==> config.mk <==
export PLATFORM = sky130hd
export DESIGN_NAME = crc_checked_frame_receiver
export DESIGN_NICKNAME = d
export VERILOG_FILES = /design/src/rtl/cfr_pkg.sv /design/src/rtl/cfr_csr.sv /design/src/rtl/crc_checked_frame_receiver.sv
export SDC_FILE = /design/constraint.sdc
export NUM_CORES = 1
export LEC_CHECK = 0
export BUFFER_PORTS_ARGS = -buffer_cell sky130_fd_sc_hd__clkbuf_2
export CAP_MARGIN = 20
export CORE_UTILIZATION = 50
export CTS_BUF_LIST = sky130_fd_sc_hd__clkbuf_8 sky130_fd_sc_hd__clkbuf_16
export DETAILED_ROUTE_END_ITERATION = 8
export GPL_TIMING_DRIVEN = 0
export PLACE_DENSITY = 0.65
export SETUP_SLACK_MARGIN = 0.05
export SYNTH_ARGS = -nofsm -noshare
export SYNTH_HDL_FRONTEND = slang
export SYNTH_SLANG_ARGS = --single-unit
==> constraint.sdc <==
create_clock -name clock -period 11.26 [get_ports clock]
set_clock_uncertainty 0.1 [all_clocks]
set_input_delay 1.126 -clock clock [delete_from_list [all_inputs] [get_ports clock]]
set_output_delay 1.126 -clock clock [all_outputs]
set_load 0.01 [all_outputs]
==> src/rtl/cfr_pkg.sv <==
`default_nettype none
// ----------------------------------------------------------------------------
// cfr_pkg
// Shared types, constants and CRC helpers of the CRC checked frame receiver.
// ----------------------------------------------------------------------------
package cfr_pkg;

   localparam int unsigned BYTE_W     = 8;
   localparam int unsigned CSR_ADDR_W = 5;
   localparam int unsigned CSR_DATA_W = 32;
   localparam int unsigned RSP_DATA_W = 48;

   localparam logic [7:0]  SOF_BYTE     = 8'hA5;
   localparam logic [7:0]  HDR_CRC_INIT = 8'hFF;
   localparam logic [15:0] FRM_CRC_INIT = 16'hFFFF;
   localparam logic [7:0]  BODY_MAX_LEN = 8'd247;

   // register indexes (paddr[4:2])
   localparam logic [2:0] REG_CRC8_POLY   = 3'd0;
   localparam logic [2:0] REG_CRC16_POLY  = 3'd1;
   localparam logic [2:0] REG_LEN_LIMIT   = 3'd2;
   localparam logic [2:0] REG_GIMBAL_CMD  = 3'd3;
   localparam logic [2:0] REG_GIMBAL_LEN  = 3'd4;
   localparam logic [2:0] REG_HBEAT_CMD   = 3'd5;
   localparam logic [2:0] REG_HBEAT_LEN   = 3'd6;

   typedef enum logic [2:0] {
      PH_HUNT,
      PH_LEN_LO,
      PH_LEN_HI,
      PH_SEQ,
      PH_HCRC,
      PH_BODY
   } phase_type;

   typedef enum logic [2:0] {
      EV_NONE,
      EV_LEN_REJECT,
      EV_HDR_CRC_BAD,
      EV_FRAME_GOOD,
      EV_FRAME_CRC_BAD
   } event_type;

   typedef enum logic [1:0] {
      MK_GIMBAL,
      MK_HEARTBEAT,
      MK_UNKNOWN
   } match_type;

   typedef struct packed {
      logic [7:0]  crc8_poly;
      logic [15:0] crc16_poly;
      logic [7:0]  length_limit;
      logic [15:0] gimbal_cmd;
      logic [7:0]  gimbal_len;
      logic [15:0] heartbeat_cmd;
      logic [7:0]  heartbeat_len;
   } cfg_type;

   typedef struct packed {
      event_type   event_res;
      logic        payload_valid;
      logic [7:0]  payload_byte;
      logic [7:0]  payload_index;
      logic [15:0] command_id;
      logic [7:0]  payload_length;
      match_type   match_kind;
   } result_type;

   // bitwise reflected CRC-8, one byte
   function automatic logic [7:0] crc8_feed(input logic [7:0] crc,
                                            input logic [7:0] b,
                                            input logic [7:0] poly);
      logic [7:0] c;
      c = crc ^ b;
      for (int i = 0; i < 8; i++) begin
         c = c[0] ? ((c >> 1) ^ poly) : (c >> 1);
      end
      return c;
   endfunction

   // bitwise reflected CRC-16, one byte
   function automatic logic [15:0] crc16_feed(input logic [15:0] crc,
                                              input logic [7:0]  b,
                                              input logic [15:0] poly);
      logic [15:0] c;
      c = crc ^ {8'd0, b};
      for (int i = 0; i < 8; i++) begin
         c = c[0] ? ((c >> 1) ^ poly) : (c >> 1);
      end
      return c;
   endfunction

endpackage
`default_nettype wire

==> src/rtl/cfr_csr.sv <==
`default_nettype none
// ----------------------------------------------------------------------------
// cfr_csr
// APB-style register file holding the receiver configuration.
// ----------------------------------------------------------------------------
module cfr_csr (
   input  wire logic                              clock,
   input  wire logic                              reset,
   input  wire logic                              psel,
   input  wire logic                              penable,
   input  wire logic                              pwrite,
   input  wire logic [cfr_pkg::CSR_ADDR_W-1:0]    paddr,
   input  wire logic [cfr_pkg::CSR_DATA_W-1:0]    pwdata,
   output logic      [cfr_pkg::CSR_DATA_W-1:0]    prdata,
   output logic                                   pready,
   output cfr_pkg::cfg_type                       cfg
);

   cfr_pkg::cfg_type cfg_ff;
   cfr_pkg::cfg_type cfg_in;
   logic [2:0]       reg_idx;
   logic             wr_en;

   assign pready  = 1'b1;
   assign reg_idx = paddr[4:2];
   assign wr_en   = psel && penable && pwrite && pready;
   assign cfg     = cfg_ff;

   always_comb begin
      cfg_in = cfg_ff;
      if (wr_en) begin
         case (reg_idx)
            cfr_pkg::REG_CRC8_POLY:  cfg_in.crc8_poly     = pwdata[7:0];
            cfr_pkg::REG_CRC16_POLY: cfg_in.crc16_poly    = pwdata[15:0];
            cfr_pkg::REG_LEN_LIMIT:  cfg_in.length_limit  = pwdata[7:0];
            cfr_pkg::REG_GIMBAL_CMD: cfg_in.gimbal_cmd    = pwdata[15:0];
            cfr_pkg::REG_GIMBAL_LEN: cfg_in.gimbal_len    = pwdata[7:0];
            cfr_pkg::REG_HBEAT_CMD:  cfg_in.heartbeat_cmd = pwdata[15:0];
            cfr_pkg::REG_HBEAT_LEN:  cfg_in.heartbeat_len = pwdata[7:0];
            default: ;
         endcase
      end
   end

   always_ff @(posedge clock) begin
      if (reset) begin
         cfg_ff.crc8_poly     <= 8'h8C;
         cfg_ff.crc16_poly    <= 16'h8408;
         cfg_ff.length_limit  <= 8'd200;
         cfg_ff.gimbal_cmd    <= 16'd0;
         cfg_ff.gimbal_len    <= 8'd0;
         cfg_ff.heartbeat_cmd <= 16'd0;
         cfg_ff.heartbeat_len <= 8'd0;
      end else begin
         cfg_ff <= cfg_in;
      end
   end

   always_comb begin
      case (reg_idx)
         cfr_pkg::REG_CRC8_POLY:  prdata = {24'd0, cfg_ff.crc8_poly};
         cfr_pkg::REG_CRC16_POLY: prdata = {16'd0, cfg_ff.crc16_poly};
         cfr_pkg::REG_LEN_LIMIT:  prdata = {24'd0, cfg_ff.length_limit};
         cfr_pkg::REG_GIMBAL_CMD: prdata = {16'd0, cfg_ff.gimbal_cmd};
         cfr_pkg::REG_GIMBAL_LEN: prdata = {24'd0, cfg_ff.gimbal_len};
         cfr_pkg::REG_HBEAT_CMD:  prdata = {16'd0, cfg_ff.heartbeat_cmd};
         cfr_pkg::REG_HBEAT_LEN:  prdata = {24'd0, cfg_ff.heartbeat_len};
         default:                 prdata = '0;
      endcase
   end

endmodule
`default_nettype wire

==> src/rtl/crc_checked_frame_receiver.sv <==
// CRC-8/CRC-16 update and parser are combinational; each result is then registered.
// Throughput: one byte per cycle while the skid entry is empty.
// A two-entry output buffer (result register plus skid entry) lets a byte be
//   taken while the previous result still waits on rsp_tready.
// Reset: synchronous, active high; parser returns to start-byte hunt, output
//   buffer empties, registers take their documented defaults.
`default_nettype none
// ----------------------------------------------------------------------------
// crc_checked_frame_receiver
// Byte-serial deframer: start byte, length, sequence, header CRC-8, command
// id, payload and frame CRC-16; one result transaction per received byte.
// ----------------------------------------------------------------------------
module crc_checked_frame_receiver (
   input  wire logic                               clock,
   input  wire logic                               reset,
   // input byte stream
   input  wire logic                               req_tvalid,
   output logic                                    req_tready,
   input  wire logic [7:0]                         req_tdata,  // [7:0] rx_byte
   // result stream
   output logic                                    rsp_tvalid,
   input  wire logic                               rsp_tready,
   // [2:0] event_res, [10:3] payload_byte, [18:11] payload_index,
   // [34:19] command_id, [42:35] payload_length, [44:43] match_kind, rest 0
   output logic [cfr_pkg::RSP_DATA_W-1:0]          rsp_tdata,
   output logic                                    rsp_tuser,  // [0] payload_valid
   // configuration port
   input  wire logic                               csr_psel,
   input  wire logic                               csr_penable,
   input  wire logic                               csr_pwrite,
   input  wire logic [cfr_pkg::CSR_ADDR_W-1:0]     csr_paddr,
   input  wire logic [cfr_pkg::CSR_DATA_W-1:0]     csr_pwdata,
   output logic      [cfr_pkg::CSR_DATA_W-1:0]     csr_prdata,
   output logic                                    csr_pready
);

   cfr_pkg::cfg_type cfg;

   cfr_csr u_csr (
      .clock   (clock),
      .reset   (reset),
      .psel    (csr_psel),
      .penable (csr_penable),
      .pwrite  (csr_pwrite),
      .paddr   (csr_paddr),
      .pwdata  (csr_pwdata),
      .prdata  (csr_prdata),
      .pready  (csr_pready),
      .cfg     (cfg)
   );

   // ------------------------------------------------------------------
   // parser state
   // ------------------------------------------------------------------
   cfr_pkg::phase_type phase_ff,        phase_in;
   logic [7:0]         byte_count_ff,   byte_count_in;
   logic [7:0]         length_reg_ff,   length_reg_in;
   logic [7:0]         length_low_ff,   length_low_in;
   logic [7:0]         header_crc_ff,   header_crc_in;
   logic [15:0]        frame_crc_ff,    frame_crc_in;
   logic [15:0]        command_reg_ff,  command_reg_in;
   logic [7:0]         crc_low_byte_ff, crc_low_byte_in;

   cfr_pkg::result_type res;

   logic        push;
   logic        pop;
   logic [7:0]  rx_byte;
   logic [7:0]  hcrc_next;
   logic [15:0] fcrc_next;
   logic        len_bad;
   logic [8:0]  body_end;      // length + 2: command id plus payload
   logic [8:0]  count_ext;

   assign rx_byte   = req_tdata;
   assign push      = req_tvalid && req_tready;
   assign pop       = rsp_tvalid && rsp_tready;
   assign hcrc_next = cfr_pkg::crc8_feed(header_crc_ff, rx_byte, cfg.crc8_poly);
   assign fcrc_next = cfr_pkg::crc16_feed(frame_crc_ff, rx_byte, cfg.crc16_poly);
   assign body_end  = {1'b0, length_reg_ff} + 9'd2;
   assign count_ext = {1'b0, byte_count_ff};

   // whole 16-bit length is rejected if the high byte is set, at or above the limit
   // register, or beyond what the 8-bit body counter can track
   assign len_bad = (rx_byte != 8'd0) || (length_low_ff >= cfg.length_limit) ||
                    (length_low_ff > cfr_pkg::BODY_MAX_LEN);

   always_comb begin
      phase_in        = phase_ff;
      byte_count_in   = byte_count_ff;
      length_reg_in   = length_reg_ff;
      length_low_in   = length_low_ff;
      header_crc_in   = header_crc_ff;
      frame_crc_in    = frame_crc_ff;
      command_reg_in  = command_reg_ff;
      crc_low_byte_in = crc_low_byte_ff;

      res.event_res      = cfr_pkg::EV_NONE;
      res.payload_valid  = 1'b0;
      res.payload_byte   = 8'd0;
      res.payload_index  = 8'd0;
      res.match_kind     = cfr_pkg::MK_UNKNOWN;

      case (phase_ff)
         cfr_pkg::PH_LEN_LO: begin
            length_low_in = rx_byte;
            header_crc_in = hcrc_next;
            frame_crc_in  = fcrc_next;
            phase_in      = cfr_pkg::PH_LEN_HI;
         end
         cfr_pkg::PH_LEN_HI: begin
            if (len_bad) begin
               res.event_res = cfr_pkg::EV_LEN_REJECT;
               phase_in      = cfr_pkg::PH_HUNT;
               byte_count_in = 8'd0;
            end else begin
               length_reg_in = length_low_ff;
               header_crc_in = hcrc_next;
               frame_crc_in  = fcrc_next;
               phase_in      = cfr_pkg::PH_SEQ;
            end
         end
         cfr_pkg::PH_SEQ: begin
            header_crc_in = hcrc_next;
            frame_crc_in  = fcrc_next;
            phase_in      = cfr_pkg::PH_HCRC;
         end
         cfr_pkg::PH_HCRC: begin
            byte_count_in = 8'd0;
            if (header_crc_ff != rx_byte) begin
               res.event_res = cfr_pkg::EV_HDR_CRC_BAD;
               phase_in      = cfr_pkg::PH_HUNT;
            end else begin
               frame_crc_in = fcrc_next;
               phase_in     = cfr_pkg::PH_BODY;
            end
         end
         cfr_pkg::PH_BODY: begin
            if (count_ext < body_end) begin
               frame_crc_in  = fcrc_next;
               byte_count_in = byte_count_ff + 8'd1;
               if (byte_count_ff == 8'd0) begin
                  command_reg_in = {8'd0, rx_byte};
               end else if (byte_count_ff == 8'd1) begin
                  command_reg_in = {rx_byte, command_reg_ff[7:0]};
               end else begin
                  res.payload_valid = 1'b1;
                  res.payload_byte  = rx_byte;
                  res.payload_index = byte_count_ff - 8'd2;
               end
            end else if (count_ext == body_end) begin
               crc_low_byte_in = rx_byte;
               byte_count_in   = byte_count_ff + 8'd1;
            end else begin
               // last byte: CRC high byte, frame verdict
               if ({rx_byte, crc_low_byte_ff} == frame_crc_ff) begin
                  res.event_res = cfr_pkg::EV_FRAME_GOOD;
                  if (command_reg_ff == cfg.gimbal_cmd &&
                      length_reg_ff == cfg.gimbal_len) begin
                     res.match_kind = cfr_pkg::MK_GIMBAL;
                  end else if (command_reg_ff == cfg.heartbeat_cmd &&
                               length_reg_ff == cfg.heartbeat_len) begin
                     res.match_kind = cfr_pkg::MK_HEARTBEAT;
                  end
               end else begin
                  res.event_res = cfr_pkg::EV_FRAME_CRC_BAD;
               end
               phase_in      = cfr_pkg::PH_HUNT;
               byte_count_in = 8'd0;
            end
         end
         default: begin
            // hunting: a start byte opens a new frame
            byte_count_in = 8'd0;
            if (rx_byte == cfr_pkg::SOF_BYTE) begin
               length_reg_in   = 8'd0;
               length_low_in   = 8'd0;
               command_reg_in  = 16'd0;
               crc_low_byte_in = 8'd0;
               header_crc_in   = cfr_pkg::crc8_feed(cfr_pkg::HDR_CRC_INIT, rx_byte,
                                                    cfg.crc8_poly);
               frame_crc_in    = cfr_pkg::crc16_feed(cfr_pkg::FRM_CRC_INIT, rx_byte,
                                                     cfg.crc16_poly);
               phase_in        = cfr_pkg::PH_LEN_LO;
            end else begin
               phase_in = cfr_pkg::PH_HUNT;
            end
         end
      endcase

      // frame context is reported from the updated state, but only for
      // bytes that arrived inside a frame
      if (phase_ff != cfr_pkg::PH_HUNT) begin
         res.command_id     = command_reg_in;
         res.payload_length = length_reg_in;
      end else begin
         res.command_id     = 16'd0;
         res.payload_length = 8'd0;
      end
   end

   always_ff @(posedge clock) begin
      if (reset) begin
         phase_ff        <= cfr_pkg::PH_HUNT;
         byte_count_ff   <= 8'd0;
         length_reg_ff   <= 8'd0;
         length_low_ff   <= 8'd0;
         header_crc_ff   <= cfr_pkg::HDR_CRC_INIT;
         frame_crc_ff    <= cfr_pkg::FRM_CRC_INIT;
         command_reg_ff  <= 16'd0;
         crc_low_byte_ff <= 8'd0;
      end else if (push) begin
         phase_ff        <= phase_in;
         byte_count_ff   <= byte_count_in;
         length_reg_ff   <= length_reg_in;
         length_low_ff   <= length_low_in;
         header_crc_ff   <= header_crc_in;
         frame_crc_ff    <= frame_crc_in;
         command_reg_ff  <= command_reg_in;
         crc_low_byte_ff <= crc_low_byte_in;
      end
   end

   // ------------------------------------------------------------------
   // output buffer: result register plus skid entry
   // ------------------------------------------------------------------
   cfr_pkg::result_type out_ff;
   cfr_pkg::result_type skid_ff;
   logic                out_valid_ff;
   logic                skid_valid_ff;

   // ready depends only on registered state
   assign req_tready = !skid_valid_ff;

   always_ff @(posedge clock) begin
      if (reset) begin
         out_valid_ff  <= 1'b0;
         skid_valid_ff <= 1'b0;
      end else if (pop || !out_valid_ff) begin
         if (skid_valid_ff) begin
            out_valid_ff  <= 1'b1;
            skid_valid_ff <= 1'b0;
         end else begin
            out_valid_ff <= push;
         end
      end else if (push) begin
         skid_valid_ff <= 1'b1;
      end
   end

   always_ff @(posedge clock) begin
      if (pop || !out_valid_ff) begin
         out_ff <= skid_valid_ff ? skid_ff : res;
      end else if (push) begin
         skid_ff <= res;
      end
   end

   assign rsp_tvalid = out_valid_ff;
   assign rsp_tuser  = out_ff.payload_valid;
   assign rsp_tdata  = {3'd0,
                        out_ff.match_kind,
                        out_ff.payload_length,
                        out_ff.command_id,
                        out_ff.payload_index,
                        out_ff.payload_byte,
                        out_ff.event_res};

   // ------------------------------------------------------------------
   // assertions
   // ------------------------------------------------------------------
`ifndef NO_ASSERTIONS
   a_skid_behind_out: assert property (@(posedge clock) disable iff (reset)
      skid_valid_ff |-> out_valid_ff)
      else $error("skid entry filled while result register empty");

   a_reset_empties: assert property (@(posedge clock)
      reset |=> (!rsp_tvalid && req_tready))
      else $error("output buffer not empty after reset");

   a_payload_no_event: assert property (@(posedge clock) disable iff (reset)
      (rsp_tvalid && rsp_tuser) |-> (out_ff.event_res == cfr_pkg::EV_NONE))
      else $error("payload transaction carries a frame event");

   a_match_only_good: assert property (@(posedge clock) disable iff (reset)
      (rsp_tvalid && out_ff.match_kind != cfr_pkg::MK_UNKNOWN) |->
      (out_ff.event_res == cfr_pkg::EV_FRAME_GOOD))
      else $error("command match reported on a frame that is not good");

   a_hunt_after_verdict: assert property (@(posedge clock) disable iff (reset)
      (push && res.event_res != cfr_pkg::EV_NONE) |=> (phase_ff == cfr_pkg::PH_HUNT))
      else $error("parser left frame state after a frame event");
`endif

endmodule
`default_nettype wire

# Word level (Yosys, flattened, before mapping)
# Cells that the tools add are included.
[op_classes] mux=83 order_cmp=3 reduce_logical=39 n_addsub=3 bitwise=41 n_eq_ne=27
[ops] operator="16-bit two-way mux" n=24
[ops] operator="15-bit by 16-bit XOR with 16-bit output" n=16
[ops] operator="8-bit two-way mux" n=26
[ops] operator="7-bit by 8-bit XOR with 8-bit output" n=16
[ops] operator="16-bit one-hot mux with 7 select lines" n=1
[ops] operator="17-bit two-way mux" n=4
[ops] operator="16-bit one-hot mux with 4 select lines" n=1
[ops] operator="16-bit == test" n=3
[ops] operator="8-bit one-hot mux with 2 select lines" n=3
[ops] operator="8-bit one-hot mux with 3 select lines" n=2
[ops] operator="46-bit two-way mux" n=1
[ops] operator="16-bit one-hot mux with 2 select lines" n=1
[ops] operator="24-bit two-way mux" n=1
[ops] operator="3-bit two-way mux" n=6
[ops] operator="8-bit == test" n=2
[ops] operator="2-bit two-way mux" n=8
[ops] operator="8-bit inverter with 16-bit output" n=1
[ops] operator="2-bit AND reduction" n=8
[ops] operator="16-bit by 8-bit XOR with 16-bit output" n=1
[ops] operator="3-bit == test (second input constant)" n=5
[ops] operator="3-bit one-hot mux with 5 select lines" n=1
[ops] operator="2-bit inequality test (second input constant)" n=7
[ops] operator="3-bit by 2-bit == test with 1-bit output (second input constant)" n=4
[ops] operator="4-bit OR reduction" n=3
[ops] operator="29 further kinds" n=51
[totals] output_inout_bits=84 regBits=249 word_cells=227

# Longest topological paths before layout
# Gate-level depths: netlist (run 1).
[logic_depth] ltp_word=19 ltp_mapped=18

# Modules after synthesis
# A second synthesis (run 1) with hierarchy kept.
[unflattened] cells_unflattened=2447 area_unflattened_um2=20783.7
[modules_own_cells] module="crc_checked_frame_receiver" cells_per_inst=2049 area_each_um2=16656.0 instances=1
[modules_own_cells] module="cfr_csr" cells_per_inst=398 area_each_um2=4127.7 instances=1

# Worst setup path after synthesis (run 1)
# Ideal clock, no wire load.
[synth_timing] path_type="input port to flip-flop" from="input port req_tdata[1]" to="register header_crc_ff[1]" stages=15 path_slack_ns=6.329 setup_ns=0.122 n_path_buf=2 arrival_ns=4.709 required_time_ns=11.038 path_cell_list="buf_2 -> buf_6 -> nor4bb_1 -> a211o_1 -> o21a_1 -> or4_1 -> and4_4 -> a311oi_4 -> xor2_2 -> mux2i_1 -> o22ai_2 -> xor2_2 -> a21o_1 -> a221o_1 -> a221o_1"
[synth_between] elab_chain_len=18
[synth_rtl] element="start, declared" line_no="crc_checked_frame_receiver.sv:19" rtl="input wire logic [7:0] req_tdata,"
[synth_rtl] element="8-bit XOR or 8-bit inverter (tied branches)"
[synth_rtl] element="7-bit by 8-bit XOR with 8-bit output" line_no="cfr_pkg.sv:77" rtl="c = c[0] ? ((c >> 1) ^ poly) : (c >> 1);"
[synth_rtl] element="8-bit two-way mux (2 in series)" line_no="cfr_pkg.sv:77"
[synth_rtl] element="7-bit by 8-bit XOR with 8-bit output" line_no="cfr_pkg.sv:77"
[synth_rtl] element="8-bit two-way mux" line_no="cfr_pkg.sv:77"
[synth_rtl] element="7-bit by 8-bit XOR with 8-bit output" line_no="cfr_pkg.sv:77"
[synth_rtl] element="8-bit two-way mux" line_no="cfr_pkg.sv:77"
[synth_rtl] element="7-bit by 8-bit XOR with 8-bit output" line_no="cfr_pkg.sv:77"
[synth_rtl] element="8-bit two-way mux" line_no="cfr_pkg.sv:77"
[synth_rtl] element="7-bit by 8-bit XOR with 8-bit output" line_no="cfr_pkg.sv:77"
[synth_rtl] element="8-bit two-way mux" line_no="cfr_pkg.sv:77"
[synth_rtl] element="7-bit by 8-bit XOR with 8-bit output" line_no="cfr_pkg.sv:77"
[synth_rtl] element="8-bit two-way mux" line_no="cfr_pkg.sv:77"
[synth_rtl] element="7-bit by 8-bit XOR with 8-bit output" line_no="cfr_pkg.sv:77"
[synth_rtl] element="8-bit two-way mux" line_no="cfr_pkg.sv:77"
[synth_rtl] element="8-bit two-way mux (on tied branches)" line_no="crc_checked_frame_receiver.sv:112, crc_checked_frame_receiver.sv:175"
[synth_rtl] element="8-bit one-hot mux with 3 select lines" line_no="crc_checked_frame_receiver.sv:104" rtl="case (phase_ff)"
[synth_rtl] element="end signal, assigned" line_no="crc_checked_frame_receiver.sv:208" rtl="header_crc_ff <= cfr_pkg::HDR_CRC_INIT;"
[synth_rtl] element="end signal, assigned" line_no="crc_checked_frame_receiver.sv:217" rtl="header_crc_ff <= header_crc_in;"
[synth_rtl] element="end, declared" line_no="crc_checked_frame_receiver.sv:59" rtl="logic [7:0] header_crc_ff, header_crc_in;"
# Several ways; a longest one is shown, not always the timed one. The select of a mux whose other input is x is not followed.
# A chain may end at the register's enable or synchronous reset.

# Worst setup path in the final report (run 1)
[layout_timing] from="register u_csr.cfg_ff (netlist bit u_csr.cfg[72])" to="output port csr_prdata[0] (netlist bit)"
[layout_between] elab_chain_len=1
[layout_rtl] element="start, declared" line_no="cfr_csr.sv:19" rtl="cfr_pkg::cfg_type cfg_ff;"
[layout_rtl] element="start signal, assigned" line_no="cfr_csr.sv:55" rtl="cfg_ff <= cfg_in;"
[layout_rtl] element="16-bit one-hot mux with 7 select lines" line_no="cfr_csr.sv:60" rtl="case (reg_idx)"
[layout_rtl] element="end, declared" line_no="crc_checked_frame_receiver.sv:33" rtl="output logic [cfr_pkg::CSR_DATA_W-1:0] csr_prdata,"
# No other way between the ends.

==> impl_metrics.env, run 1 <==
export IMPL_power_density_nw_per_um2=113
export IMPL_avgRoutedWirePerCell_um=21.4
export IMPL_grt_pass1_wl_um=100000
export IMPL_reg2regPathDepth=15
export IMPL_drt_vias_per_instance=6.07
export IMPL_slowest_stage="clkbuf_1"
export IMPL_crit_required_ps=10030
export IMPL_period_needed_ps=5600
export IMPL_synth_main_ff_cell="dfxtp_1"
export IMPL_rsz0062_at_grt="no"
export IMPL_cts_root_buffer="clkbuf_16"
export IMPL_crit_chain="buf_2 -> clkbuf_1 -> buf_2 -> buf_1 -> buf_1 -> clkbuf_1 -> mux2i_1 -> nor2_1 -> a21oi_1 -> o21ai_0 -> clkbuf_2"
export IMPL_die_w_um=199
export IMPL_slew_headroom_pct=20.0
export IMPL_leakagePower_nw=7.88
export IMPL_cts_num_sinks=249
export IMPL_syn_inst=2407
export IMPL_critPathCaptureType="primary output"
export IMPL_crit_fanout=10
export IMPL_overflow=0
export IMPL_syn_to_final_growth_pct=10.6
export IMPL_vdd_ir_drop_max_mv=0.105
export IMPL_syn_area_per_cell_um2=8.07
export IMPL_clkLatencyLatePin_ps=540
export IMPL_synth_area_leaders="dfxtp_1 16%, edfxtp_1 14%, xnor2_1 11%"
export IMPL_path_depth=11
export IMPL_crit_path_start="u_csr.cfg[72]"
export IMPL_cts_buffers=26
export IMPL_grt_pass1_vias=17000
export IMPL_synth_cell_type_count=93
export IMPL_drcViolationCount=0
export IMPL_dieArea_um2=39700
export IMPL_post_cts_resized=0
export IMPL_ys_warn_count=0
export IMPL_setup_viol=0
export IMPL_core_um2=37900
export IMPL_ys_ff_latch=249
export IMPL_chipHeight_um=199
export IMPL_pin_count=136
export IMPL_final_common_cell="nand2_1"
export IMPL_finalHoldViolCount=0
export IMPL_drt_total_wl_um=66000
export IMPL_worstMarginPinSlew_ps=1200
export IMPL_fp_row_count=71
export IMPL_drive_gt1_share_pct=9.54
export IMPL_htree_levels=1
export IMPL_max_freq_mhz=179
export IMPL_reg2reg_slack_ps=6030
export IMPL_initial_core_util_pct=51.2
export IMPL_num_vias=18700
export IMPL_finalSetupTns_ps=0
export IMPL_worst_setup_path_type="reg2out"
export IMPL_maxCapViolCount=0
export IMPL_cp_data_arrival_time_ps=4370
export IMPL_ctsLongestPathBuffers=3
export IMPL_timing_rr_start="frame_crc_ff[1]"
export IMPL_endpoint="csr_prdata[0]"
export IMPL_post_cts_setup_buffers=0
export IMPL_grtUsageTotal_pct=32.8
export IMPL_rr_endpoint="frame_crc_ff[7]"
export IMPL_cts_hold_buffers_added=0
export IMPL_ant_nets=0
export IMPL_hpwl_um=49900
export IMPL_synth_area_um2=19400
export IMPL_path_clk_slew_ps=60
export IMPL_netlist_area_leader_share_pct=16.2
export IMPL_drtPass1Iterations=5
export IMPL_nNetsFinal=2621
export IMPL_layout_common_cells="442 x nand2_1, 250 x xnor2_1, 171 x nor2_1"
export IMPL_cp_top_family="buffers and inverters"
export IMPL_path_buf_inv=7
export IMPL_start_kind="flip-flop"
export IMPL_slowest_delay_ps=540
export IMPL_grt_max_degree=32
export IMPL_cts_tree="done"
export IMPL_outcome="finished, final reports clean"
export IMPL_drt_iter0_drc=1953
export IMPL_synth_top_area_cell="dfxtp_1"
export IMPL_port_buffers=89
export IMPL_hold_slack_ps=395
export IMPL_n_antenna_cell=0
export IMPL_synthArstFlopShare_pct=0
export IMPL_ys_seq_area_share_pct=30.4
export IMPL_synth_edff_count=92
export IMPL_finalWeightedCongestion=0.999
export IMPL_hp_class="reg2reg"
export IMPL_fin_crit_sh_pct=49.7
export IMPL_slew_violations=0
export IMPL_antenna_found_initial=0
==> cell usage after synthesis, types with 16 or more instances <==
| master | n |
|---|---|
| a211oi_1 | 18 |
| a21oi_1 | 131 |
| a22oi_1 | 51 |
| and2_1 | 28 |
| and3_1 | 16 |
| buf_4 | 20 |
| clkbuf_1 | 168 |
| dfxtp_1 | 157 |
| edfxtp_1 | 92 |
| ha_1 | 22 |
| inv_1 | 31 |
| mux2_2 | 24 |
| mux2i_1 | 55 |
| nand2_1 | 442 |
| nand2b_1 | 25 |
| nand3_1 | 61 |
| nand4_1 | 33 |
| nor2_1 | 172 |
| nor2b_1 | 18 |
| nor3_1 | 32 |
| nor4_1 | 17 |
| o211ai_1 | 25 |
| o21ai_0 | 96 |
| o31ai_1 | 35 |
| or2_2 | 17 |
| xnor2_1 | 250 |
| xnor3_1 | 23 |
| xor2_1 | 76 |
==> stage by stage <==
| stage | util [%] | worst slack [ps] | area [µm²] | cells | power, mW |
|---|---|---|---|---|---|
| global route | 56.7 | 5430 | 21500 | 3078 | 2.52 |
| global placement | 54.3 | 4690 | 20600 | 3025 | 1.57 |
| CTS | 56.7 | 5710 | 21500 | 3077 | 2.42 |
| floorplan | - | 6330 | 19500 | 2425 | 1.42 |
| finish | 56.7 | 5660 | 21500 | 3078 | 2.43 |
| detailed placement | 54.5 | 5370 | 20700 | 3029 | 1.58 |
==> logic make-up after synthesis <==
| kind of cell | count (synthesis) | synth area share [%] |
|---|---|---|
| adder cells (fa/ha/maj) | 22 | 1.42 |
| multiplexers | 85 | 4.87 |
| other | 2 | 0.0386 |
| flip-flops | 249 | 30.4 |
| AND/OR/NAND/NOR | 904 | 21.0 |
| XOR/XNOR | 356 | 18.0 |
| buffers and inverters | 258 | 5.63 |
| AO/OA/AOI/OAI | 531 | 18.7 |
==> flip-flops by register name (all words and copies together) (netlist names), 8 cells and up <==
name             cells
u_csr.cfg           80
skid_ff             46
rsp_tdata           45
command_reg_ff      16
frame_crc_ff        16
byte_count_ff        8
crc_low_byte_ff      8
header_crc_ff        8
length_low_ff        8
length_reg_ff        8
==> power by group <==
part | leakage [nW] | internal, mW | switching (mW) | total (mW)
Clock | 0.428 | 0.487 | 0.371 | 0.859
Combinational | 5.20 | 0.238 | 0.372 | 0.610
Sequential | 2.25 | 0.949 | 0.0144 | 0.964
Total | 7.88 | 1.68 | 0.757 | 2.43
==> per-layer routing <==
metal  GRT usage, %  wire length, µm  part of all wire (%)
met5              0                0                     0
met4           9.60             2130                   3.2
met3           3.93             5410                   8.2
met2           52.1            29700                    45
met1           46.4            28700                    44
==> worst min path at each step <==
stage                       startpoint  depth (start not counted)            endpoint
global placement    crc_low_byte_ff[2]                          2  crc_low_byte_ff[2]
global route        crc_low_byte_ff[7]                          2  crc_low_byte_ff[7]
floorplan             header_crc_ff[3]                          2    header_crc_ff[3]
detailed placement       u_csr.cfg[21]                          2       u_csr.cfg[21]
finish                   u_csr.cfg[46]                          2       u_csr.cfg[46]
CTS                      u_csr.cfg[21]                          2       u_csr.cfg[21]
==> worst min-delay path, cell delays in order, from the launching register on <==
cell     delay (ps)
dfxtp_1         330
nand2_1          60
a21oi_1          50
==> area by class of cell <==
type                            instances  area, µm²
Tap cell                              511        639
Buffer                                222        958
Timing Repair Buffer                   94        503
Fill cell                            3559      16400
Sequential cell                       249       5910
Clock buffer                           28        689
Clock inverter                         20        151
Inverter                               36        135
Multi-Input combinational cell       1918      12500
(Power assumes the default switching activity.)
==> run 2, diff against run 1 <==
- ABC_AREA: default -> 1
- PLACE_DENSITY: 0.65 -> 0.68
- clock period: 11.26 -> 5 ns (I/O delays scaled with it)
==> impl_metrics.env, run 2 <==
export IMPL_outcome="finished, final reports clean"
export IMPL_hpwl_um=55500
export IMPL_rsz0062_at_grt="no"
export IMPL_hp_class="in2reg"
export IMPL_grtUsageTotal_pct=34.9
export IMPL_path_clk_slew_ps=60
export IMPL_cp_data_arrival_time_ps=4710
export IMPL_fin_total_pwr_mw=6.02
export IMPL_ys_ff_latch=249
export IMPL_post_cts_setup_buffers=0
export IMPL_ys_warn_count=0
export IMPL_drt_total_wl_um=71700
export IMPL_syn_inst=3039
export IMPL_drcViolationCount=0
export IMPL_num_vias=21200
export IMPL_port_buffers=92
export IMPL_htree_levels=1
export IMPL_pin_count=136
export IMPL_nNetsFinal=3256
export IMPL_core_um2=38800
export IMPL_synth_main_ff_cell="dfxtp_1"
export IMPL_cts_num_sinks=249
export IMPL_final_common_cell="nand2_1"
export IMPL_ctsLongestPathBuffers=3
export IMPL_max_freq_mhz=225
export IMPL_grt_pass1_vias=19200
export IMPL_slew_violations=0
export IMPL_crit_fanout=10
export IMPL_slew_headroom_pct=26.0
export IMPL_start_kind="flip-flop"
export IMPL_chipHeight_um=201
export IMPL_syn_to_final_growth_pct=10.6
export IMPL_crit_required_ps=5260
export IMPL_drt_vias_per_instance=5.70
export IMPL_finalWeightedCongestion=0.989
export IMPL_post_cts_resized=0
export IMPL_initial_core_util_pct=50.8
export IMPL_synth_common_cells="909 x nand2_1, 335 x nand3_1, 292 x inv_1, 239 x nor2_1, 176 x o21ai_0"
export IMPL_worstMarginPinSlew_ps=1110
export IMPL_slowest_stage="nor2_1"
export IMPL_fp_row_count=72
export IMPL_clkLatencyLatePin_ps=580
export IMPL_yosysMostFrequentCell="nand2_1"
export IMPL_antenna_found_initial=3
export IMPL_synthArstFlopShare_pct=0
export IMPL_drtPass1Iterations=8
export IMPL_finalHoldViolCount=0
export IMPL_grt_max_degree=31
export IMPL_setup_viol=0
export IMPL_die_w_um=201
export IMPL_vdd_ir_drop_max_mv=0.242
export IMPL_overflow=0
export IMPL_power_density_nw_per_um2=276
export IMPL_critPathCaptureType="flip-flop"
export IMPL_leakagePower_nw=10.1
export IMPL_fin_crit_sh_pct=89.0
export IMPL_place_inst=3671
export IMPL_synth_area_um2=19700
export IMPL_path_buf_inv=5
export IMPL_cts_root_buffer="clkbuf_16"
export IMPL_slowest_delay_ps=860
export IMPL_cts_hold_buffers_added=0
export IMPL_cpMostUsedCell="nor2_1"
export IMPL_ant_nets=0
export IMPL_cts_buffers=27
export IMPL_synth_area_leaders="nand2_1 17%, dfxtp_1 16%, edfxtp_1 14%"
export IMPL_synth_edff_count=92
export IMPL_netlist_area_leader_share_pct=17.3
export IMPL_maxCapViolCount=0
export IMPL_grt_pass1_wl_um=110000
export IMPL_period_needed_ps=4450
export IMPL_cp_top_family="buffers and inverters"
export IMPL_avgRoutedWirePerCell_um=19.3
export IMPL_ys_seq_area_share_pct=29.9
export IMPL_worst_setup_path_type="reg2reg"
export IMPL_syn_area_per_cell_um2=6.49
export IMPL_cts_tree="done"
export IMPL_drive_gt1_share_pct=9.46
export IMPL_drt_iter0_drc=2322
export IMPL_dieArea_um2=40300
export IMPL_crit_chain="clkbuf_1 -> inv_1 -> nor2_1 -> nor2_1 -> clkinv_1 -> nor2_1 -> clkinv_1 -> clkbuf_1 -> o21ai_0 -> nand2_1 -> o21ai_0"
export IMPL_synth_cell_type_count=55
export IMPL_layout_common_cells="909 x nand2_1, 335 x nand3_1, 300 x inv_1"
export IMPL_finalNonFillerCells=3722
export IMPL_finalSetupTns_ps=0
export IMPL_largest_reg_flops=80
export IMPL_synth_top_area_cell="nand2_1"
==> run 2: logic make-up (layout without fill, tap and decap cells) <==
group	after synthesis	in the layout	share of synthesized area, %
flip-flops	249	249	29.9
adder cells (fa/ha/maj)	22	22	1.39
XOR/XNOR	245	245	11.2
AND/OR/NAND/NOR	1632	1632	35.7
buffers and inverters	493	639	10.5
AO/OA/AOI/OAI	396	396	11.3
other	2	21	0.0381
==> run 2: worst paths after layout <==
kind,start,end,slack [ps],cells after the start
worst min-delay path,csr_pwdata[9],u_csr.cfg[41],130,3
worst max register to register,phase_ff[2],rsp_tdata[37],550,11
worst min register to register,crc_low_byte_ff[7],crc_low_byte_ff[7],380,2
worst max-delay path,phase_ff[2],rsp_tdata[37],550,11
==> run 2: through the flow <==
step	utilization, %	cell area (µm²)	hold slack, ps	worst slack [ps]
after floorplan	-	19800	350	1120
after global placement	53.9	20900	366	1.48
after detailed placement	54.0	21000	371	695
after CTS	56.2	21800	115	709
after global routing	56.2	21800	128	319
final	56.2	21800	128	549
==> run 2: where the power goes <==
group | switching, mW | total, mW | internal (mW)
Clock | 0.864 | 1.94 | 1.07
Sequential | 0.0639 | 2.23 | 2.16
Combinational | 1.26 | 1.86 | 0.600
Total | 2.19 | 6.02 | 3.83
==> run 2: area by class of cell <==
| type | count | area [µm²] |
|---|---|---|
| clock inverter | 17 | 90.1 |
| tap | 518 | 648 |
| clock buffer | 33 | 758 |
| antenna | 1 | 2.50 |
| timing repair buffer | 96 | 520 |
| fill | 3836 | 17000 |
| sequential | 249 | 5910 |
| inverter | 321 | 1210 |
| multi-input combinational | 2315 | 11800 |
| buffer | 172 | 865 |
==> run 2: tightest hold or removal path, cell delays in order <==
cell	delay (ps)
clkbuf_2	120
nor2_1	50
nor2_1	80
==> run 2: layer usage <==
metal / global-route usage [%] / wire [µm] / share of wire [%] / vias to the layer above
met3: 4.79 / 7860 / 11 / 154
met1: 50.1 / 30800 / 43 / 9858
met2: 53.6 / 30700 / 43 / 1123
met5: 0 / 29 / 0.040 / -
li1: - / - / - / 10100
met4: 12.0 / 2350 / 3.3 / 4
